[src/rtl/core/i2cram_pkg.sv]
// shared types and constants for the i2c register access master
`timescale 1ns / 1ps

package i2cram_pkg;

    localparam logic [6:0] DEV_ADDR_RESET = 7'h3F;

    typedef struct packed {
        logic        kind;
        logic        is_read;
        logic [15:0] sub_addr;
        logic [7:0]  write_data;
        logic        sda_in;
    } in_word_t;

    typedef struct packed {
        logic       scl_level;
        logic       sda_level;
        logic       busy_res;
        logic       done_res;
        logic [7:0] read_data;
        logic       ack_error;
    } res_word_t;

endpackage

[src/rtl/core/i2cram_seq.sv]
// bus sequencer: transaction state and one pin action per tick word
`timescale 1ns / 1ps

module i2cram_seq (
    input  logic                  clk,
    input  logic                  rst_n,
    input  logic                  step_en,
    input  i2cram_pkg::in_word_t  in_word,
    input  logic [6:0]            dev_addr,
    output i2cram_pkg::res_word_t res_word
);
    import i2cram_pkg::*;

    typedef enum logic [2:0] {
        PH_IDLE,
        PH_START,
        PH_WBIT,
        PH_ACK,
        PH_RBIT,
        PH_NACK,
        PH_STOP
    } phase_t;

    phase_t      phase_reg,     phase_next;
    logic [1:0]  byte_idx_reg,  byte_idx_next;
    logic [2:0]  bit_cnt_reg,   bit_cnt_next;
    logic [1:0]  sub_step_reg,  sub_step_next;
    logic [7:0]  shift_reg,     shift_next;
    logic [15:0] addr_reg,      addr_next;
    logic [7:0]  data_reg,      data_next;
    logic        rd_mode_reg,   rd_mode_next;
    logic        err_reg,       err_next;
    logic        scl_reg,       scl_next;
    logic        sda_reg,       sda_next;
    logic        done;
    logic [7:0]  dev_byte;
    logic [7:0]  tx_byte;

    assign dev_byte = {dev_addr, 1'b0};

    always_comb
    begin
        unique case (byte_idx_reg)
            2'd0:    tx_byte = dev_byte;
            2'd1:    tx_byte = addr_reg[15:8];
            2'd2:    tx_byte = addr_reg[7:0];
            default: tx_byte = rd_mode_reg ? (dev_byte | 8'h01) : data_reg;
        endcase
    end

    always_comb
    begin
        phase_next    = phase_reg;
        byte_idx_next = byte_idx_reg;
        bit_cnt_next  = bit_cnt_reg;
        sub_step_next = sub_step_reg;
        shift_next    = shift_reg;
        addr_next     = addr_reg;
        data_next     = data_reg;
        rd_mode_next  = rd_mode_reg;
        err_next      = err_reg;
        scl_next      = scl_reg;
        sda_next      = sda_reg;
        done          = 1'b0;
        if (step_en)
        begin
            if (in_word.kind)
            begin
                if (phase_reg == PH_IDLE)
                begin
                    rd_mode_next  = in_word.is_read;
                    addr_next     = in_word.sub_addr;
                    data_next     = in_word.write_data;
                    err_next      = 1'b0;
                    byte_idx_next = 2'd0;
                    bit_cnt_next  = 3'd0;
                    sub_step_next = 2'd0;
                    phase_next    = PH_START;
                end
            end
            else
            begin
                unique case (phase_reg)
                    PH_IDLE: ;
                    PH_START:
                    begin
                        unique case (sub_step_reg)
                            2'd0:
                            begin
                                sda_next      = 1'b1;
                                sub_step_next = 2'd1;
                            end
                            2'd1:
                            begin
                                scl_next      = 1'b1;
                                sub_step_next = 2'd2;
                            end
                            2'd2:
                            begin
                                sda_next      = 1'b0;
                                sub_step_next = 2'd3;
                            end
                            default:
                            begin
                                scl_next      = 1'b0;
                                sub_step_next = 2'd0;
                                bit_cnt_next  = 3'd0;
                                phase_next    = PH_WBIT;
                            end
                        endcase
                    end
                    PH_WBIT:
                    begin
                        if (sub_step_reg == 2'd0)
                        begin
                            sda_next      = tx_byte[3'd7 - bit_cnt_reg];
                            sub_step_next = 2'd1;
                        end
                        else if (sub_step_reg == 2'd1)
                        begin
                            scl_next      = 1'b1;
                            sub_step_next = 2'd2;
                        end
                        else
                        begin
                            scl_next      = 1'b0;
                            sub_step_next = 2'd0;
                            bit_cnt_next  = bit_cnt_reg + 3'd1;
                            if (bit_cnt_reg == 3'd7)
                                phase_next = PH_ACK;
                        end
                    end
                    PH_ACK:
                    begin
                        if (sub_step_reg == 2'd0)
                        begin
                            sda_next      = 1'b1;
                            sub_step_next = 2'd1;
                        end
                        else if (sub_step_reg == 2'd1)
                        begin
                            scl_next      = 1'b1;
                            sub_step_next = 2'd2;
                        end
                        else
                        begin
                            if (in_word.sda_in)
                                err_next = 1'b1;
                            scl_next      = 1'b0;
                            sub_step_next = 2'd0;
                            bit_cnt_next  = 3'd0;
                            // next byte, repeated start, data phase, or stop
                            if (!rd_mode_reg)
                            begin
                                if (byte_idx_reg != 2'd3)
                                begin
                                    byte_idx_next = byte_idx_reg + 2'd1;
                                    phase_next    = PH_WBIT;
                                end
                                else
                                    phase_next = PH_STOP;
                            end
                            else if (byte_idx_reg < 2'd2)
                            begin
                                byte_idx_next = byte_idx_reg + 2'd1;
                                phase_next    = PH_WBIT;
                            end
                            else if (byte_idx_reg == 2'd2)
                            begin
                                byte_idx_next = 2'd3;
                                phase_next    = PH_START;
                            end
                            else
                                phase_next = PH_RBIT;
                        end
                    end
                    PH_RBIT:
                    begin
                        if (sub_step_reg == 2'd0)
                        begin
                            sda_next      = 1'b1;
                            sub_step_next = 2'd1;
                        end
                        else if (sub_step_reg == 2'd1)
                        begin
                            scl_next      = 1'b1;
                            sub_step_next = 2'd2;
                        end
                        else
                        begin
                            shift_next    = {shift_reg[6:0], in_word.sda_in};
                            scl_next      = 1'b0;
                            sub_step_next = 2'd0;
                            bit_cnt_next  = bit_cnt_reg + 3'd1;
                            if (bit_cnt_reg == 3'd7)
                                phase_next = PH_NACK;
                        end
                    end
                    PH_NACK:
                    begin
                        if (sub_step_reg == 2'd0)
                        begin
                            sda_next      = 1'b1;
                            sub_step_next = 2'd1;
                        end
                        else if (sub_step_reg == 2'd1)
                        begin
                            scl_next      = 1'b1;
                            sub_step_next = 2'd2;
                        end
                        else
                        begin
                            scl_next      = 1'b0;
                            sub_step_next = 2'd0;
                            phase_next    = PH_STOP;
                        end
                    end
                    PH_STOP:
                    begin
                        if (sub_step_reg == 2'd0)
                        begin
                            sda_next      = 1'b0;
                            sub_step_next = 2'd1;
                        end
                        else if (sub_step_reg == 2'd1)
                        begin
                            scl_next      = 1'b1;
                            sub_step_next = 2'd2;
                        end
                        else
                        begin
                            sda_next      = 1'b1;
                            sub_step_next = 2'd0;
                            phase_next    = PH_IDLE;
                            done          = 1'b1;
                        end
                    end
                    default:
                    begin
                        phase_next    = PH_IDLE;
                        sub_step_next = 2'd0;
                        bit_cnt_next  = 3'd0;
                    end
                endcase
            end
        end
    end

    always_ff @(posedge clk or negedge rst_n)
    begin
        if (!rst_n)
        begin
            phase_reg    <= PH_IDLE;
            byte_idx_reg <= 2'd0;
            bit_cnt_reg  <= 3'd0;
            sub_step_reg <= 2'd0;
            shift_reg    <= 8'd0;
            addr_reg     <= 16'd0;
            data_reg     <= 8'd0;
            rd_mode_reg  <= 1'b0;
            err_reg      <= 1'b0;
            scl_reg      <= 1'b1;
            sda_reg      <= 1'b1;
        end
        else
        begin
            phase_reg    <= phase_next;
            byte_idx_reg <= byte_idx_next;
            bit_cnt_reg  <= bit_cnt_next;
            sub_step_reg <= sub_step_next;
            shift_reg    <= shift_next;
            addr_reg     <= addr_next;
            data_reg     <= data_next;
            rd_mode_reg  <= rd_mode_next;
            err_reg      <= err_next;
            scl_reg      <= scl_next;
            sda_reg      <= sda_next;
        end
    end

    always_comb
    begin
        res_word.scl_level = scl_next;
        res_word.sda_level = sda_next;
        res_word.busy_res  = (phase_next != PH_IDLE);
        res_word.done_res  = done;
        res_word.read_data = shift_next;
        res_word.ack_error = err_next;
    end

endmodule

[src/rtl/core/i2c_register_access_master.sv]
// top level of the i2c register access master with input and result registers
`timescale 1ns / 1ps

// Bit-level I2C master for one-byte register access with a 16-bit subaddress.
// Every input word yields exactly one result word: a command word loads a
// read or write transaction (ignored while busy), a tick word performs one
// pin action and reports the SCL/SDA drive levels, busy, a done pulse on the
// stop, the read shift register and the sticky acknowledge error. One word
// is accepted per clock cycle while out_stall does not hold the result word;
// the accepting edge loads the input register, and the next edge that is not
// stalled loads the result register after one pass through the sequencer. The
// device address register is written through cfg_we/cfg_wdata and should only
// change while no word is in flight.

module i2c_register_access_master (
    input  logic        clk,
    input  logic        rst_n,
    input  logic        cfg_we,
    input  logic [6:0]  cfg_wdata,
    input  logic        in_valid,
    output logic        in_stall,
    input  logic        kind,
    input  logic        is_read,
    input  logic [15:0] sub_addr,
    input  logic [7:0]  write_data,
    input  logic        sda_in,
    output logic        out_valid,
    input  logic        out_stall,
    output logic        scl_level,
    output logic        sda_level,
    output logic        busy_res,
    output logic        done_res,
    output logic [7:0]  read_data,
    output logic        ack_error
);
    import i2cram_pkg::*;

    logic [6:0] dev_reg;
    logic      in_valid_reg;
    in_word_t  in_word_reg;
    logic      out_valid_reg;
    res_word_t out_word_reg;
    res_word_t res_word;
    logic      advance;
    logic      step_en;

    assign advance  = !out_valid_reg || !out_stall;
    assign in_stall = in_valid_reg && !advance;
    assign step_en  = in_valid_reg && advance;

    // device address register
    always_ff @(posedge clk or negedge rst_n)
    begin
        if (!rst_n)
            dev_reg <= DEV_ADDR_RESET;
        else if (cfg_we)
            dev_reg <= cfg_wdata;
    end

    // input word register
    always_ff @(posedge clk or negedge rst_n)
    begin
        if (!rst_n)
            in_valid_reg <= 1'b0;
        else if (!in_stall)
            in_valid_reg <= in_valid;
    end

    always_ff @(posedge clk)
    begin
        if (in_valid && !in_stall)
        begin
            in_word_reg.kind       <= kind;
            in_word_reg.is_read    <= is_read;
            in_word_reg.sub_addr   <= sub_addr;
            in_word_reg.write_data <= write_data;
            in_word_reg.sda_in     <= sda_in;
        end
    end

    i2cram_seq u_seq (
        .clk      (clk),
        .rst_n    (rst_n),
        .step_en  (step_en),
        .in_word  (in_word_reg),
        .dev_addr (dev_reg),
        .res_word (res_word)
    );

    // result word register
    always_ff @(posedge clk or negedge rst_n)
    begin
        if (!rst_n)
            out_valid_reg <= 1'b0;
        else if (advance)
            out_valid_reg <= in_valid_reg;
    end

    always_ff @(posedge clk)
    begin
        if (step_en)
            out_word_reg <= res_word;
    end

    assign out_valid = out_valid_reg;
    assign scl_level = out_word_reg.scl_level;
    assign sda_level = out_word_reg.sda_level;
    assign busy_res  = out_word_reg.busy_res;
    assign done_res  = out_word_reg.done_res;
    assign read_data = out_word_reg.read_data;
    assign ack_error = out_word_reg.ack_error;

endmodule
[config.mk]
export PLATFORM = sky130hd
export DESIGN_NAME = i2c_register_access_master
export DESIGN_NICKNAME = d
export VERILOG_FILES = /design/src/rtl/core/i2cram_pkg.sv /design/src/rtl/core/i2cram_seq.sv /design/src/rtl/core/i2c_register_access_master.sv
export SDC_FILE = /design/constraint.sdc
export NUM_CORES = 1
export LEC_CHECK = 0
export BUFFER_PORTS_ARGS = -buffer_cell sky130_fd_sc_hd__buf_2
export CORE_UTILIZATION = 30
export CTS_BUF_LIST = sky130_fd_sc_hd__clkbuf_8
export DETAILED_ROUTE_END_ITERATION = 10
export PLACE_DENSITY = 0.51
export REMOVE_ABC_BUFFERS = 1
export SLEW_MARGIN = 15
export SYNTH_ARGS = -nofsm -noshare
export SYNTH_HDL_FRONTEND = slang
export SYNTH_SLANG_ARGS = --single-unit
[constraint.sdc]
create_clock -name clk -period 2.85 [get_ports clk]
set_input_delay 0.1425 -clock clk [delete_from_list [all_inputs] [get_ports clk]]
set_output_delay 0.1425 -clock clk [all_outputs]
set_load 0.02 [all_outputs]
==> results.cfg <==
[floorplan]
die_w_um = 121
die_h_um = 121
rows = 43
core_sq_mm = 0.0139
ios = 54
die-area_sq_mm = 0.0147
initial_core_util_pct = 30.7

[final_layout]
largest_reg_flops = 27
instances_no_fill = 586
drive_gt1_share_pct = 33.3
num_antenna_cells = 0
area_delta_synth_final_pct = 24.2
nFillCells = 1361
layout.nets = 455
final_area_sq_mm = 0.00530

[route]
totalWireLength_um = 8690
wire_per_inst_um = 14.8
ant_nets = 0
remaining_drc_errors = 0
first_iter_violations = 118
vias = 2815
vias_per_cell = 4.80
dr.pass1.iters = 5

[timing]
hold_violations = 0
rsz0062_at_grt = no
fin_hold_ws_ps = 22.6
fmax_mhz = 380
period_needed_ps = 2630
setup_viol = 0
slew_headroom_pct = 50.5
tightestPinTransition_ps = 743
totalNegativeSetupSlack_ps = 0
layout_setup_ws_ps = 216
fin_worst_skew_ps = 11.1
min_period_over_period_pct = 92.4
maxSlewViolCount = 0

[synthesis]
ys_ff_latch = 95
synth_top_family_by_area = multiplexers
yosysSeqAreaShare_pct = 60.7
synth_warnings = 0
syn_inst = 311
syn_area_sq_mm = 0.00426
synthDistinctLibCells = 52
synth_compound_area_share_pct = 10.3
ys.flop_type = dfrtp_1
synth-simple-area-share_pct = 7.57
synthAdderAreaFrac_pct = 4.40
async_flop_share_pct = 57.9
muxShareOfSynthArea_pct = 13.9
synth_edf_count = 40
synth_xor_area_share_pct = 0.205
avgSynthCellArea_sq_um = 13.7

[global_route]
grt_pass1_vias = 2886
grt_use_met2_pct = 21.7
grt_busiest_layer = met2
grt_max_degree = 56
antenna_found_initial = 0
grt_overflow = 0
grt_use_total_pct = 13.0
grt_use_met3_pct = 3.05
grt_pass1_wl_um = 14500
met1_usage_pct = 16.2

[placement]
dpl_cell_area_sq_mm = 0.00473
dp.cells = 534
dp_hpwl_um = 5800
place_ws_ps = 161
port_buffers = 53
gp_congestion = 0.871

[power_and_ir_drop]
clkPwrFrac_pct = 23.9
switching_share_pct = 31.6
leakage_nw = 2.21
peakVddDrop_uv = 327
combPwrFrac_pct = 25.5
intPower_mw = 2.62
power.switching_mw = 1.21
p_seq_share_pct = 50.6
powerDensity_mw_per_mm2 = 723

[setup_path]
crit_path_start_kind = flop
endpoint_kind = flop
crit_type = reg2reg
path_cells = ha_1 > or3b_2 > a31oi_1 > a221oi_1 > o41ai_1 > a21oi_1
slowest_stage = dfrtp_1
cp.required_ps = 2960
cpPeakStageDelay_ps = 510
worstPathArrival_ps = 2740
crit_fanout = 12

[clock_network]
cts.path.max_buffers = 2
numCtsBuffers = 9
clkLatencyLatePin_ps = 370
cts_max_level = 3
cts_tree = yes
cts_setup_buffers = 0
clock_sinks = 95
clk_pin_slew_ps = 100
cts-root-buf = clkbuf_8

[hold_path]
hp-class = in2reg

[job]
maxCapViolCount = 0

[run_status]
status = finished clean
==> path summary, 6_finish.rpt <==
kind	from	endpoint	slack (ps)	cells after the start
min reg2reg	in_word_reg[7]	u_seq.data_reg[6]	480	1
max in group asynchronous	rst_n	u_seq.addr_reg[5]	1910	3
max reg2reg	u_seq.byte_idx_reg[1]	sda_level	220	6
min	cfg_wdata[6]	dev_reg[6]	20	2
max	u_seq.byte_idx_reg[1]	sda_level	220	6
min in group asynchronous	rst_n	u_seq.phase_reg[2]	440	3
==> cells in the mapped netlist, types with 2 or more instances <==
| cell type | instances | share of area (%) |
|---|---|---|
| a22o_1 | 3 | 0.62 |
| a31oi_1 | 7 | 1.0 |
| nor2b_1 | 2 | 0.29 |
| a221o_1 | 2 | 0.47 |
| a22oi_1 | 4 | 0.70 |
| nor2_1 | 15 | 1.3 |
| nand2b_1 | 3 | 0.44 |
| a21o_1 | 2 | 0.35 |
| clkbuf_1 | 7 | 0.62 |
| nor3_1 | 3 | 0.35 |
| inv_1 | 12 | 1.1 |
| edfxtp_1 | 40 | 28 |
| buf_1 | 3 | 0.26 |
| o32ai_1 | 2 | 0.41 |
| dfstp_2 | 8 | 4.9 |
| buf_2 | 6 | 0.70 |
| o21ai_0 | 9 | 1.1 |
| dfrtp_1 | 47 | 28 |
| o31ai_1 | 2 | 0.35 |
| or3b_2 | 3 | 0.62 |
| a21oi_1 | 10 | 1.2 |
| a21bo_2 | 2 | 0.47 |
| a221oi_1 | 5 | 1.0 |
| a222oi_1 | 3 | 0.70 |
| nor4_1 | 2 | 0.29 |
| ha_1 | 15 | 4.4 |
| or3_1 | 3 | 0.44 |
| mux2_2 | 41 | 11 |
| mux2i_1 | 11 | 2.6 |
| nand3_1 | 3 | 0.35 |
| nand2_1 | 15 | 1.3 |
==> cells by family after synthesis <==
logic type	count (synthesis)
flip-flops	95
AO/OA/AOI/OAI	60
AND/OR/NAND/NOR	58
multiplexers	53
buffers and inverters	29
adder cells (fa/ha/maj)	15
XOR/XNOR	1
==> power groups by stage <==
stage	Combinational, mW	Clock [mW]	Sequential, mW
6_report	0.978	0.916	1.94
2_1_floorplan	0.671	0	1.92
3_5_place_dp	0.946	0	1.96
4_1_cts	0.988	0.961	1.93
5_1_grt	1.10	1.01	1.98
3_3_place_gp	0.934	0	1.96
==> area by class of cell <==
cell class / count / area, sq um / area share, %
flip-flops and latches: 95 / 2590 / 48.8
multi-input cells: 187 / 1560 / 29.4
repair buffers: 96 / 678 / 12.8
well taps: 180 / 225 / 4.25
clock buffers: 9 / 124 / 2.34
clock inverters: 7 / 80.1 / 1.51
inverters: 12 / 45.0 / 0.850
==> stage by stage <==
step,power (mW),util (%)
detailed placement,2.91,34.1
global route,4.09,38.2
global placement,2.89,34.1
CTS,3.88,38.1
floorplan,2.59,-
finish,3.83,38.2
==> metal layers <==
metal | up-vias | part of all wire [%]
met2 | 69 | 50
li1 | 1344 | -
met4 | 0 | 1.5
met5 | - | 0
met3 | 8 | 4.0
met1 | 1394 | 45
==> cell usage in the layout (no fill, tap or decap), types with 3 or more instances in the layout <==
cell / count
edfxtp_1: 40
ha_1: 13
a21oi_1: 10
mux2i_1: 11
a22o_1: 3
nand3_1: 3
a221oi_1: 5
dfrtp_1: 47
a22oi_1: 4
or3b_2: 3
buf_4: 7
mux2_2: 41
o21ai_0: 9
dlygate4sd3_1: 36
nand2b_1: 3
nor3_1: 3
nor2_1: 15
inv_1: 13
clkbuf_8: 9
inv_6: 3
dfstp_2: 8
or3_1: 3
buf_2: 53
a222oi_1: 3
nand2_1: 15
a31oi_1: 7
==> worst max-delay path: cells and delay by family (launching register included) <==
kind | cells | cell delay (ps)
compound gates | 4 | 880
fa+ha+maj | 1 | 500
flops | 1 | 510
simple gates | 1 | 480
==> repair_timing <==
item	in CTS	in global routing
hold endpoints to repair	82	0
setup endpoints to repair	0	1
hold buffers	36	0
resized for setup	0	2
(Power assumes the default switching activity.)
